<file path="src/hdl/panel_report_on_change_top_defines.svh">
// ----------------------------------------------------------------------------
// Assertion macros for the panel reporter
// Shared concurrent assertion forms, clocked on clk and disabled in reset.
// ----------------------------------------------------------------------------
`ifndef PANEL_REPORT_ON_CHANGE_TOP_DEFINES_SVH
`define PANEL_REPORT_ON_CHANGE_TOP_DEFINES_SVH

// Same-cycle implication.
`define PRC_ASSERT_NOW(lbl, ante, cons, msg) \
	lbl: assert property (@(posedge clk) disable iff (!arst_n) (ante) |-> (cons)) else $error(msg);

// Next-cycle implication.
`define PRC_ASSERT_NEXT(lbl, ante, cons, msg) \
	lbl: assert property (@(posedge clk) disable iff (!arst_n) (ante) |=> (cons)) else $error(msg);

`endif

</file>
<file path="src/hdl/prc_pkg.sv">
// ----------------------------------------------------------------------------
// Panel reporter package
// Widths, register indexes, reset values and shared types.
// ----------------------------------------------------------------------------
package prc_pkg;

	localparam int SAMPLES     = 4;
	localparam int SAMPLE_SHIFT = $clog2(SAMPLES);
	localparam int ADC_BITS    = 12;
	localparam int SUM_W       = ADC_BITS + SAMPLE_SHIFT;
	localparam int PCT_W       = 7;
	localparam int PROD_W      = ADC_BITS + PCT_W;
	localparam int TIME_W      = 32;
	localparam int IN_DATA_W   = 80;
	localparam int OUT_DATA_W  = 8;
	localparam int CFG_IDX_W   = 2;
	localparam int CFG_DATA_W  = 16;

	localparam logic [ADC_BITS-1:0] ADC_MAX   = {ADC_BITS{1'b1}};
	localparam logic [PCT_W-1:0]    PCT_SCALE = 7'd100;
	localparam logic [PCT_W-1:0]    PCT_MAX   = 7'd100;

	localparam logic [CFG_IDX_W-1:0] CFG_DEBOUNCE  = 2'd0;
	localparam logic [CFG_IDX_W-1:0] CFG_HEARTBEAT = 2'd1;
	localparam logic [CFG_IDX_W-1:0] CFG_DEADBAND  = 2'd2;

	localparam logic [15:0]      DEBOUNCE_RST  = 16'd30;
	localparam logic [15:0]      HEARTBEAT_RST = 16'd1000;
	localparam logic [PCT_W-1:0] DEADBAND_RST  = 7'd2;

	typedef logic [SAMPLES-1:0][ADC_BITS-1:0] sample_vec_t;

	typedef struct packed {
		logic [15:0]      debounce;
		logic [15:0]      heartbeat;
		logic [PCT_W-1:0] deadband;
	} cfg_t;

	typedef struct packed {
		logic             lamp_on;
		logic [PCT_W-1:0] brightness;
	} frame_t;

endpackage

</file>
<file path="src/hdl/prc_lane.sv">
// ----------------------------------------------------------------------------
// Sample lane
// Captures one potentiometer sample of a poll into the first stage.
// ----------------------------------------------------------------------------
module prc_lane (
	input  logic                         clk,
	input  logic                         en,
	input  logic [prc_pkg::ADC_BITS-1:0] sample,
	output logic [prc_pkg::ADC_BITS-1:0] sample_s1
);

	always_ff @(posedge clk) begin
		if (en) begin
			sample_s1 <= sample;
		end
	end

endmodule

</file>
<file path="src/hdl/prc_merge.sv">
// ----------------------------------------------------------------------------
// Lane merge and percent scaling
// Sums the lanes, averages, scales by 100 and divides by full scale.
// ----------------------------------------------------------------------------
module prc_merge (
	input  logic                      clk,
	input  logic                      en,
	input  prc_pkg::sample_vec_t      samples_s1,
	output logic [prc_pkg::PCT_W-1:0] pct_s3
);

	logic [prc_pkg::SUM_W-1:0]    sum;
	logic [prc_pkg::ADC_BITS-1:0] avg;
	logic [prc_pkg::PROD_W-1:0]   prod_s2;
	logic [prc_pkg::PCT_W-1:0]    quo;
	logic [prc_pkg::ADC_BITS:0]   rem;

	// The average of full-scale samples never exceeds full scale, so no clamp.
	always_comb begin
		sum = '0;
		for (int i = 0; i < prc_pkg::SAMPLES; i++) begin
			sum = sum + prc_pkg::SUM_W'(samples_s1[i]);
		end
		avg = sum[prc_pkg::SUM_W-1:prc_pkg::SAMPLE_SHIFT];
	end

	always_ff @(posedge clk) begin
		if (en) begin
			prod_s2 <= prc_pkg::PROD_W'(avg) * prc_pkg::PROD_W'(prc_pkg::PCT_SCALE);
		end
	end

	// Full scale is 2^B - 1, so p = q*(2^B - 1) + (low + q) with q = p >> B.
	// The remainder estimate stays below twice full scale: one correction.
	always_comb begin
		quo = prod_s2[prc_pkg::PROD_W-1:prc_pkg::ADC_BITS];
		rem = {1'b0, prod_s2[prc_pkg::ADC_BITS-1:0]} + (prc_pkg::ADC_BITS+1)'(quo);
		if (rem >= {1'b0, prc_pkg::ADC_MAX}) begin
			quo = quo + 1'b1;
		end
	end

	always_ff @(posedge clk) begin
		if (en) begin
			pct_s3 <= quo;
		end
	end

endmodule

</file>
<file path="src/hdl/prc_ctrl.sv">
// ----------------------------------------------------------------------------
// Report control
// Debounces the button, toggles power and decides when a frame goes out.
// ----------------------------------------------------------------------------
module prc_ctrl (
	input  logic                       clk,
	input  logic                       arst_n,
	input  logic                       fire,
	input  prc_pkg::cfg_t              cfg,
	input  logic [prc_pkg::PCT_W-1:0]  pct,
	input  logic                       button,
	input  logic [prc_pkg::TIME_W-1:0] now_ms,
	output logic                       send,
	output prc_pkg::frame_t            frame
);

	logic                       sent_on_q;
	logic [prc_pkg::PCT_W-1:0]  sent_bright_q;
	logic                       ever_sent_q;
	logic [prc_pkg::TIME_W-1:0] last_frame_q;
	logic                       stable_q;
	logic [prc_pkg::TIME_W-1:0] level_time_q;

	logic                       accept;
	logic [prc_pkg::TIME_W-1:0] since_level;
	logic [prc_pkg::TIME_W-1:0] since_frame;
	logic                       on;
	logic [prc_pkg::PCT_W-1:0]  bright;
	logic [prc_pkg::PCT_W:0]    bright_hi;
	logic [prc_pkg::PCT_W:0]    sent_hi;
	logic                       moved;
	logic                       beat;

	always_comb begin
		since_level = now_ms - level_time_q;
		since_frame = now_ms - last_frame_q;
		accept = (button != stable_q) &&
			(since_level > prc_pkg::TIME_W'(cfg.debounce));
		// Only a change to pressed toggles the lamp.
		on = sent_on_q ^ (accept && button);
		bright = on ? pct : '0;
		bright_hi = {1'b0, bright} + {1'b0, cfg.deadband};
		sent_hi = {1'b0, sent_bright_q} + {1'b0, cfg.deadband};
		moved = (bright_hi < {1'b0, sent_bright_q}) || ({1'b0, bright} > sent_hi);
		beat = since_frame >= prc_pkg::TIME_W'(cfg.heartbeat);
		send = !ever_sent_q || (on != sent_on_q) || moved || beat;
		frame.lamp_on = on;
		frame.brightness = bright;
	end

	always_ff @(posedge clk or negedge arst_n) begin
		if (!arst_n) begin
			sent_on_q <= 1'b0;
			sent_bright_q <= '0;
			ever_sent_q <= 1'b0;
			last_frame_q <= '0;
			stable_q <= 1'b1;
			level_time_q <= '0;
		end else if (fire) begin
			if (accept) begin
				stable_q <= button;
				level_time_q <= now_ms;
			end
			if (send) begin
				sent_on_q <= on;
				sent_bright_q <= bright;
				ever_sent_q <= 1'b1;
				last_frame_q <= now_ms;
			end
		end
	end

endmodule

</file>
<file path="src/hdl/panel_report_on_change_top.sv">
// A poll item passes the lane, product and percent registers and then the output buffer on its way to the master side.
// Throughput: one poll item per cycle while the skid entry is empty; the control stage updates its state once per item.
// A two-entry output buffer decouples the sides; input stalls only when both entries are full.
// Reset (arst_n low, asynchronous) clears pipeline valids, the output buffer and the report
// state, and loads the register defaults: debounce 30 ms, heartbeat 1000 ms, deadband 2.
// ----------------------------------------------------------------------------
// Panel report-on-change top level
// Averages four potentiometer samples into a percentage, debounces a toggle
// button and emits an on/brightness frame on the first poll, change, deadband move or heartbeat.
// ----------------------------------------------------------------------------
`include "panel_report_on_change_top_defines.svh"

module panel_report_on_change_top (
	input  logic                           clk,
	input  logic                           arst_n,
	// Poll items.
	input  logic                           s_tvalid,
	output logic                           s_tready,
	// s_tdata, lowest bit up: sample_a[11:0], sample_b[23:12], sample_c[35:24],
	// sample_d[47:36], now_ms[79:48].
	input  logic [prc_pkg::IN_DATA_W-1:0]  s_tdata,
	// s_tuser: button_pressed[0].
	input  logic                           s_tuser,
	// Frame items.
	output logic                           m_tvalid,
	input  logic                           m_tready,
	// m_tdata, lowest bit up: brightness_pct[6:0], zero pad[7].
	output logic [prc_pkg::OUT_DATA_W-1:0] m_tdata,
	// m_tuser: lamp_on[0].
	output logic                           m_tuser,
	// Register writes.
	input  logic                           cfg_valid,
	output logic                           cfg_ready,
	input  logic [prc_pkg::CFG_IDX_W-1:0]  cfg_index,
	input  logic [prc_pkg::CFG_DATA_W-1:0] cfg_data
);

	prc_pkg::cfg_t              cfg_q;
	prc_pkg::sample_vec_t       samples_s1;
	logic [prc_pkg::PCT_W-1:0]  pct_s3;

	logic                       v_s1, v_s2, v_s3;
	logic                       button_s1, button_s2, button_s3;
	logic [prc_pkg::TIME_W-1:0] now_s1, now_s2, now_s3;

	logic                       en;
	logic                       fire;
	logic                       push;
	logic                       pop;
	logic                       send;
	prc_pkg::frame_t            frame;

	prc_pkg::frame_t            out_q, skid_q;
	logic                       out_vld_q, skid_vld_q;

	// The whole pipeline moves together; it holds only while the skid
	// entry is occupied, which keeps room for any frame still in flight.
	assign en = !skid_vld_q;
	assign s_tready = en;
	assign fire = v_s3 && en;
	assign push = fire && send;
	assign pop = out_vld_q && m_tready;

	// Register writes are always taken; indexes past the list are ignored.
	assign cfg_ready = 1'b1;

	always_ff @(posedge clk or negedge arst_n) begin
		if (!arst_n) begin
			cfg_q.debounce <= prc_pkg::DEBOUNCE_RST;
			cfg_q.heartbeat <= prc_pkg::HEARTBEAT_RST;
			cfg_q.deadband <= prc_pkg::DEADBAND_RST;
		end else if (cfg_valid) begin
			case (cfg_index)
				prc_pkg::CFG_DEBOUNCE: begin
					cfg_q.debounce <= cfg_data;
				end
				prc_pkg::CFG_HEARTBEAT: begin
					cfg_q.heartbeat <= cfg_data;
				end
				prc_pkg::CFG_DEADBAND: begin
					cfg_q.deadband <= cfg_data[prc_pkg::PCT_W-1:0];
				end
				default: begin
				end
			endcase
		end
	end

	// One lane per potentiometer sample.
	for (genvar i = 0; i < prc_pkg::SAMPLES; i++) begin : g_lane
		prc_lane u_lane (
			.clk       (clk),
			.en        (en),
			.sample    (s_tdata[i*prc_pkg::ADC_BITS +: prc_pkg::ADC_BITS]),
			.sample_s1 (samples_s1[i])
		);
	end

	// Lane results are summed and scaled to percent over two stages.
	prc_merge u_merge (
		.clk        (clk),
		.en         (en),
		.samples_s1 (samples_s1),
		.pct_s3     (pct_s3)
	);

	// Item valids, cleared by reset.
	always_ff @(posedge clk or negedge arst_n) begin
		if (!arst_n) begin
			v_s1 <= 1'b0;
			v_s2 <= 1'b0;
			v_s3 <= 1'b0;
		end else if (en) begin
			v_s1 <= s_tvalid;
			v_s2 <= v_s1;
			v_s3 <= v_s2;
		end
	end

	// Button level and timestamp travel alongside the samples.
	always_ff @(posedge clk) begin
		if (en) begin
			button_s1 <= s_tuser;
			button_s2 <= button_s1;
			button_s3 <= button_s2;
			now_s1 <= s_tdata[prc_pkg::SAMPLES*prc_pkg::ADC_BITS +: prc_pkg::TIME_W];
			now_s2 <= now_s1;
			now_s3 <= now_s2;
		end
	end

	// Debounce, toggle and frame decision; state changes once per item.
	prc_ctrl u_ctrl (
		.clk    (clk),
		.arst_n (arst_n),
		.fire   (fire),
		.cfg    (cfg_q),
		.pct    (pct_s3),
		.button (button_s3),
		.now_ms (now_s3),
		.send   (send),
		.frame  (frame)
	);

	// Two-entry output buffer: the head register drives the port and the
	// skid entry catches a frame that arrives while the head is stalled.
	always_ff @(posedge clk or negedge arst_n) begin
		if (!arst_n) begin
			out_vld_q <= 1'b0;
			skid_vld_q <= 1'b0;
		end else begin
			if (pop) begin
				if (skid_vld_q) begin
					skid_vld_q <= 1'b0;
				end else begin
					out_vld_q <= push;
				end
			end else if (push) begin
				if (out_vld_q) begin
					skid_vld_q <= 1'b1;
				end else begin
					out_vld_q <= 1'b1;
				end
			end
		end
	end

	always_ff @(posedge clk) begin
		if (pop) begin
			if (skid_vld_q) begin
				out_q <= skid_q;
			end else if (push) begin
				out_q <= frame;
			end
		end else if (push) begin
			if (out_vld_q) begin
				skid_q <= frame;
			end else begin
				out_q <= frame;
			end
		end
	end

	assign m_tvalid = out_vld_q;
	assign m_tdata = {1'b0, out_q.brightness};
	assign m_tuser = out_q.lamp_on;

	`PRC_ASSERT_NOW(a_skid_behind_head, skid_vld_q, out_vld_q, "skid entry used while head is empty")
	`PRC_ASSERT_NEXT(a_push_lands, push, out_vld_q, "emitted frame was lost")
	`PRC_ASSERT_NOW(a_pct_range, out_vld_q, out_q.brightness <= prc_pkg::PCT_MAX, "brightness above 100")
	`PRC_ASSERT_NOW(a_off_dark, out_vld_q && !out_q.lamp_on, out_q.brightness == '0, "lamp off with nonzero brightness")

endmodule
</file>
<file path="config.mk">
export PLATFORM = sky130hd
export DESIGN_NAME = panel_report_on_change_top
export DESIGN_NICKNAME = d
export VERILOG_FILES = /design/src/hdl/prc_pkg.sv /design/src/hdl/prc_lane.sv /design/src/hdl/prc_merge.sv /design/src/hdl/prc_ctrl.sv /design/src/hdl/panel_report_on_change_top.sv
export VERILOG_INCLUDE_DIRS = /design/src /design/src/hdl
export SDC_FILE = /design/constraint.sdc
export NUM_CORES = 1
export LEC_CHECK = 0
export ABC_AREA = 1
export BUFFER_PORTS_ARGS = -buffer_cell sky130_fd_sc_hd__buf_2
export CORE_MARGIN = 2
export CORE_UTILIZATION = 61
export CTS_BUF_LIST = sky130_fd_sc_hd__clkbuf_16
export DETAILED_ROUTE_END_ITERATION = 8
export PLACE_DENSITY = 0.82
export SLEW_MARGIN = 20
export SYNTH_ARGS = -nofsm -noshare
export SYNTH_HDL_FRONTEND = slang
export SYNTH_SLANG_ARGS = --single-unit
</file>
<file path="constraint.sdc">
create_clock -name clk -period 9.35 [get_ports clk]
set_input_delay 0.935 -clock clk [delete_from_list [all_inputs] [get_ports clk]]
set_output_delay 0.935 -clock clk [all_outputs]
set_load 0.05 [all_outputs]
</file>
After elaboration in Yosys (flattened, before gate mapping)
Cells that the tools add are included.

word-level totals
  register bits after elaboration = 305
  output and inout bits = 12
  word-level logic and storage cells = 90

cells by class
  add/subtract/negate cells = 9
  multipliers = 1
  order comparisons = 5
  equality and inequality tests = 6
  muxes and demuxes = 13
  bitwise gates (word level) = 2
  reduce and logical (&&, ||, !) cells = 24

operators by type and width
  kind                                                                      number
  32-bit subtractor                                                         2
  8-bit two-way mux                                                         5
  32-bit by 16-bit >= comparator with 1-bit output                          1
  32-bit by 16-bit > comparator with 1-bit output                           1
  14-bit by 12-bit adder with 14-bit output                                 2
  12-bit by 5-bit multiplier with 17-bit output (second input constant)     1
  7-bit by 7-bit adder with 8-bit output                                    2
  7-bit two-way mux                                                         2
  2-bit AND reduction                                                       7
  12-bit by 12-bit adder with 13-bit output                                 1
  12-bit by 7-bit adder with 13-bit output                                  1
  13-bit by 12-bit >= comparator with 1-bit output (second input constant)  1
  7-bit by 8-bit > comparator with 1-bit output                             1
  8-bit by 7-bit less-than comparator with 1-bit output                     1
  7-bit by 1-bit adder with 7-bit output (second input constant)            1
  1-bit two-way mux                                                         6
  3-bit AND reduction                                                       2
  2-bit nonzero test                                                        3
  1-bit logical AND                                                         5
  1-bit logical OR                                                          4
  2-bit inequality test (second input constant)                             2
  2-bit by 1-bit equality test with 1-bit output (second input constant)    1
  2-bit equality test (second input constant)                               1
  1-bit logical NOT                                                         2
  4 further kinds                                                           5

Longest topological paths before layout
Gate-level depths: netlist of run 1.

  depth in word-level cells = 15
  depth in mapped cells = 52

Modules after synthesis
From an unflattened synthesis of run 1, not the netlist that was laid out.

second synthesis, totals
  cells, all modules = 2266
  area, all modules = 19628.8 µm²

modules (own cells, without submodules)
  module                      times used  cells each  area an instance (µm²)  sequential area each (µm²)
  prc_ctrl                    1           1449        9087.5                  1853.0
  panel_report_on_change_top  1           343         5501.5                  4568.1
  prc_merge                   1           426         3598.5                  720.7
  prc_lane                    4           12          360.3                   360.3

Worst setup path before layout of run 1
OpenSTA, ideal clock, no wires.

  path kind = reg2reg
  start point = register now_s3[0] in the netlist's numbering
  end point = register out_q, in the netlist m_tdata[0], enable pin
  library setup time = 375 ps
  arrival = 5767 ps
  path slack = 3207 ps
  cell stages (with the launch flop) = 49
  buffers on the path = 2
  period minus slack after synthesis = 6143 ps
  path through = edfxtp_1 -> inv_1 -> ha_1 -> fa_1 -> inv_1 -> nand2_1 -> nand2_1 -> nand3_1 -> nand2_1 -> nand2_1 -> nand2_2 -> xor2_1 -> ha_1 -> nand2_1 -> nor2_1 -> nand2_1 -> nor2_1 -> and3_1 -> (+13 left out) -> nand3_1 -> nand2_1 -> nand2_1 -> nand2_1 -> a21oi_1 -> xnor2_1 -> ha_1 -> inv_1 -> o2111ai_1 -> nor2_1 -> nor2_1 -> nand2_1 -> nor3_1 -> nand3_2 -> nand2_2 -> buf_6 -> buf_8 -> a21oi_1

RTL lines
  item                    RTL line                           source
  from (decl)             panel_report_on_change_top.sv:44   logic [prc_pkg::TIME_W-1:0] now_s1, now_s2, now_s3;
  from (signal assigned)  panel_report_on_change_top.sv:128  now_s3 <= now_s2;
  to (signal assigned)    panel_report_on_change_top.sv:171  out_q <= skid_q;
  to (signal assigned)    panel_report_on_change_top.sv:173  out_q <= frame;
  to (signal assigned)    panel_report_on_change_top.sv:179  out_q <= frame;
  to (decl)               panel_report_on_change_top.sv:53   prc_pkg::frame_t out_q, skid_q;

==> impl_metrics.ini, run 1 <==
[sta]
fin_skew_ns = 0.0264
rsz0062_at_grt = false
max_slew_margin_pct = 33.3
post-route-min-period_ns = 7.70
tightest_slew_ns = 0.997
report.final.hold_viol_count = 0
slew_violations = 0
setup_viol = 0
max_freq_ghz = 0.130
fin_ws_ns = 1.65
finalCritPeriodShare_pct = 82.4
tns_ns = 0

[worst_setup_path]
critPathMaxFanout = 45
arrival_ns = 8.12
critPathRequiredTime_ns = 9.76
cp-start-kind = flop
slowest_delay_ns = 0.70
worst_setup_path_end_kind = flop
crit_type = reg -> reg
crit_top_cell = nand2_1
cpMaxStageDelayCell = nand2_2

[clock_network]
cts_setup_buffers = 0
hold_buffers = 0
cts_tree = yes
clk_latency_ns = 0.57
cts-resized-gates = 0
cts_sinks = 305
cts.path.max_buffers = 3
clockRootBuffer = clkbuf_16
cts_inserted_buffers = 30
cts.reportedPaths.clkPinSlew_ns = 0.06
htreeDepth = 1

[outcome]
status = completed

[placement]
place_area_um2 = 20500
place_ws_ns = 1.80
gp_congestion = 0.959
place_hpwl_mm = 35.8
place.port_buffers = 113

[global_routing]
first_global_vias = 14800
grt_max_degree = 80
antenna_found_initial = 1
grt_use_total_pct = 27.4
grt_pass1_wl_mm = 72.7
grt_overflow = 0

[layout]
final_cell_mix = 614 x nand2_1, 480 x inv_1, 192 x ha_1, 187 x edfxtp_1, 137 x nor2_1
layout_commonest_cell = nand2_1
final_area_um2 = 21400
nNetsFinal = 2763
drive_gt1_share_pct = 8.92
syn_to_final_growth_pct = 9.88
final_core_util_pct = 67.9
diodes = 0

[floorplanning]
die_h_um = 183
ios = 116
start_util_pct = 61.8
die_area_um2 = 33400
core.rowCount = 65
die_width_um = 183
core-area_um2 = 31600

[drt]
vias = 15200
viasPerCell = 5.31
drt-total-wl_mm = 45.0
avgRoutedWirePerCell_um = 15.7
ant_nets = 0
drt_iter0_drc = 1102
post-route-drc-count = 0
dr.pass1.iters = 7

[logic_synthesis]
synth_ff_type = edfxtp_1
yosysSeqAreaShare_pct = 44.0
yosysTopAreaCellShare_pct = 28.8
synth_top_cell_by_area = edfxtp_1
synth_area_per_cell_um2 = 8.42
synth-async-reset-ratio_pct = 38.7
yosysUniqueCellTypes = 47
syn_nets = 2639
synth-edff-count = 187
synthCells = 2318
ys_ff_latch = 305
netlist_area_um2 = 19500
yosys_warnings = 0
yosys-top-cells-area = edfxtp_1 29%, dfrtp_1 14%, ha_1 12%, nand2_1 12%, inv_1 9.2%

[run]
drv_cap = 0

[min_path]
hp-class = in -> async
[sequential cells by signal, summed over array words and instances (netlist names), 7 cells and up]
signal and count:
g_lane.u_lane.sample_s1 48, cfg_q 39, now_s1 32, now_s2 32
now_s3 32, u_ctrl.last_frame_q 32, u_ctrl.level_time_q 32, u_merge.prod_s2 17
skid_q 8, m_tdata 7, u_ctrl.sent_bright_q 7, u_merge.pct_s3 7
[cell usage after synthesis, types with 20 or more instances]
cell type    n
o21ai_0    122
nor2_1     137
fa_1        25
nand2_1    614
a21oi_1    111
nand3_1     93
inv_1      477
dfrtp_1    106
edfxtp_1   187
nor3_1      20
xor2_1      59
ha_1       192
[area by class of cell]
type,instances,area (µm²)
Clock inverter,24,166
Sequential cell,305,8580
Timing Repair Buffer,118,609
Clock buffer,32,801
Tap cell,402,503
Multi-Input combinational cell,1508,8970
Fill cell,2572,10100
Inverter,479,1800
[final timing paths]
path                       startpoint                      end  slack [ns]  depth (start not counted)
setup reg to reg            now_s3[0]  u_ctrl.last_frame_q[25]        1.65                         47
hold / removal                 arst_n                cfg_q[21]        0.33                          1
hold reg to reg            now_s2[27]               now_s3[27]        0.42                          0
max in group asynchronous      arst_n   u_ctrl.last_frame_q[7]        7.94                          2
min in group clk           now_s2[27]               now_s3[27]        0.42                          0
setup / recovery            now_s3[0]  u_ctrl.last_frame_q[25]        1.65                         47
[cells by family after synthesis]
logic type / after synthesis / synth area share, %
compound gates: 294 / 8.34
flops: 305 / 44.0
fa+ha+maj: 217 / 14.9
mux: 1 / 0.0577
other cells: 2 / 0.0385
buf+inv: 505 / 10.1
simple gates: 916 / 19.1
xor+xnor: 78 / 3.50
[worst max-delay path: cells and delay by family (launching register included)]
family / cells / cell delay [ns]
xor gates and xnor gates: 2 / 0.17
buffers and inverters: 5 / 0.85
AOI/OAI and AO/OA: 3 / 0.51
DFF: 1 / 0.32
adders and majority gates: 6 / 1.82
and+or+nand+nor: 31 / 3.86
[per-stage QoR]
step / hold WS (ns) / std cells
2_1_floorplan: 0.400 / 2318
3_3_place_gp: 0.400 / 2812
3_5_place_dp: 0.405 / 2812
4_1_cts: 0.325 / 2868
5_1_grt: 0.348 / 2868
6_report: 0.328 / 2868
[layer usage]
metal	GRT usage (%)	routed length [µm]	vias to the layer above
li1	-	-	7635
met2	45.8	20700	478
met1	37.5	20100	7028
met4	7.20	1220	2
met5	0	7	-
met3	4.31	2880	83
Power of run 1 is not shown: default switching activity piles up to over one toggle a cycle in this logic, so the estimate is an artifact.
==> run 2: changes to the inputs <==
==> constraint.sdc (replaced) <==
create_clock -name clk -period 7.4 [get_ports clk]
set_input_delay 0.74 -clock clk [delete_from_list [all_inputs] [get_ports clk]]
set_output_delay 0.74 -clock clk [all_outputs]
set_load 0.05 [all_outputs]
==> run 2 against run 1 <==
  * Setup slack got worse by 1.0 ns
  * Wire length increased by 2.2%
  * Die area unchanged
  * Sequential share of layout area down 0.49 points
  * Clock skew down 0.0059 ns
  * Critical endpoint is now u_merge.prod_s2[18]
  * Core utilization rose by 0.84 points
  * Flip-flop and latch count is the same
  * Cell count is 0.28% higher
  * First-iteration DRC count is 3.4% higher
  * Hold slack got worse by 0.12 ns
==> impl_metrics.ini, run 2 (synthesis results as in run 1) <==
[outcome]
status = completed

[clock_network]
cts-resized-gates = 0
cts.reportedPaths.clkPinSlew_ns = 0.06
clockRootBuffer = clkbuf_16
cts_setup_buffers = 0
htreeDepth = 2
cts_sinks = 305
clk_latency_ns = 0.52
cts_inserted_buffers = 34
cts.path.max_buffers = 3
hold_buffers = 0
cts_tree = yes

[layout]
nNetsFinal = 2769
layout_commonest_cell = nand2_1
drive_gt1_share_pct = 9.50
seq_area_um2 = 8580
syn_to_final_growth_pct = 11.2
largest_register_ffs = 48
regMostFlops = g_lane.u_lane.sample_s1
largestRegisters = g_lane.u_lane.sample_s1 (48), cfg_q (39)
multi_input_area_um2 = 9000
final_cell_mix = 613 x nand2_1, 481 x inv_1, 192 x ha_1, 187 x edfxtp_1, 136 x nor2_1
nFillCells = 2447

[sta]
rsz0062_at_grt = false
max_slew_margin_pct = 32.1
report.final.hold_viol_count = 0
post-route-min-period_ns = 6.79
finalCritPeriodShare_pct = 91.8
fin_skew_ns = 0.0205
max_freq_ghz = 0.147
setup_viol = 0
slew_violations = 0
tns_ns = 0
tightest_slew_ns = 1.02

[drt]
drt_iter0_drc = 1140
drt-total-wl_mm = 46.0
avgRoutedWirePerCell_um = 16.0
post-route-drc-count = 0
vias = 15400
dr.pass1.iters = 6
ant_nets = 0
viasPerCell = 5.36

[floorplanning]
ios = 116
die_area_um2 = 33400
die_width_um = 183
core.rowCount = 65
start_util_pct = 61.8
die_h_um = 183
core-area_um2 = 31600

[worst_setup_path]
crit_family = adder cells
slowest_delay_ns = 0.53
worst_setup_path_end_kind = flop
crit_top_cell = a21oi_1
crit_type = reg -> reg
reg2reg_from = g_lane[0].u_lane.sample_s1[0]
critPathMaxFanout = 4
cpMaxStageDelayCell = fa_1
arrival_ns = 7.06
critPathRequiredTime_ns = 7.66
crit_buf_inv = 3
cp-start-kind = flop
crit_start = g_lane[0].u_lane.sample_s1[0]

[global_routing]
met1_usage_pct = 37.2
grt_use_met2_pct = 46.3
antenna_found_initial = 1
grt_pass1_wl_mm = 74.0
grt_overflow = 0
busiest_layer = met2
first_global_vias = 15300
grt_use_total_pct = 28.0
grt_max_degree = 79
met3_usage_pct = 5.50

[placement]
place.port_buffers = 113
place_hpwl_mm = 35.4
gp_congestion = 1.02

[run]
drv_cap = 0

[min_path]
hp-class = in -> async
-- run 2: cell count changes in the layout (fill, tap and decap cells not counted), sizes merged, moves of 2 or more --
cell	delta
inv	+2
clkinvlp	+2
clkinv	-6
clkbuf	+5
bufinv	+3
-- run 2: worst reg2reg max path, delay by kind of cell, from the launching register on --
kind / cells / cell delay [ns]
adder cells (fa/ha/maj): 8 / 2.82
AO/OA/AOI/OAI: 12 / 1.95
XOR/XNOR: 3 / 0.65
AND/OR/NAND/NOR: 7 / 0.60
flip-flops: 1 / 0.36
buffers and inverters: 3 / 0.17
-- run 2: cell type report --
| type | instances | area share [%] |
|---|---|---|
| tap | 402 | 2.32 |
| clock buffer | 36 | 4.15 |
| timing repair buffer | 120 | 3.01 |
| multi-input combinational | 1508 | 41.5 |
| sequential | 305 | 39.5 |
| antenna | 1 | 0.0115 |
| clock inverter | 25 | 1.19 |
| inverter | 479 | 8.31 |
-- run 2: metal layers --
metal	part of all wire (%)	routed length [µm]
met4	3.3	1520
met2	46	21200
met5	0	0
met1	43	19700
met3	7.7	3540
-- run 2: final timing paths --
check	end	slack, ns	depth (start not counted)
worst max register to register	u_merge.prod_s2[18]	0.61	33
worst max-delay path	u_merge.prod_s2[18]	0.61	33
min in group clk	g_lane[1].u_lane.sample_s1[5]	0.39	1
worst min register to register	now_s2[25]	0.41	0
max in group asynchronous	u_ctrl.last_frame_q[16]	6.08	2
worst min-delay path	cfg_q[21]	0.21	1
-- run 2: stage by stage --
stage / hold slack, ns / cell area [µm²] / std cells / setup slack (ns) / utilization (%)
finish: 0.205 / 21700 / 2876 / 0.606 / 68.8
global route: 0.240 / 21700 / 2875 / 0.0123 / 68.8
CTS: 0.208 / 21600 / 2874 / 0.436 / 68.6
detailed placement: 0.405 / 20500 / 2813 / 0.600 / 64.9
global placement: 0.402 / 20500 / 2813 / 0.773 / 64.9
floorplan: 0.400 / 19500 / 2318 / 1.26 / -
Power of run 2 is left out for the same reason.
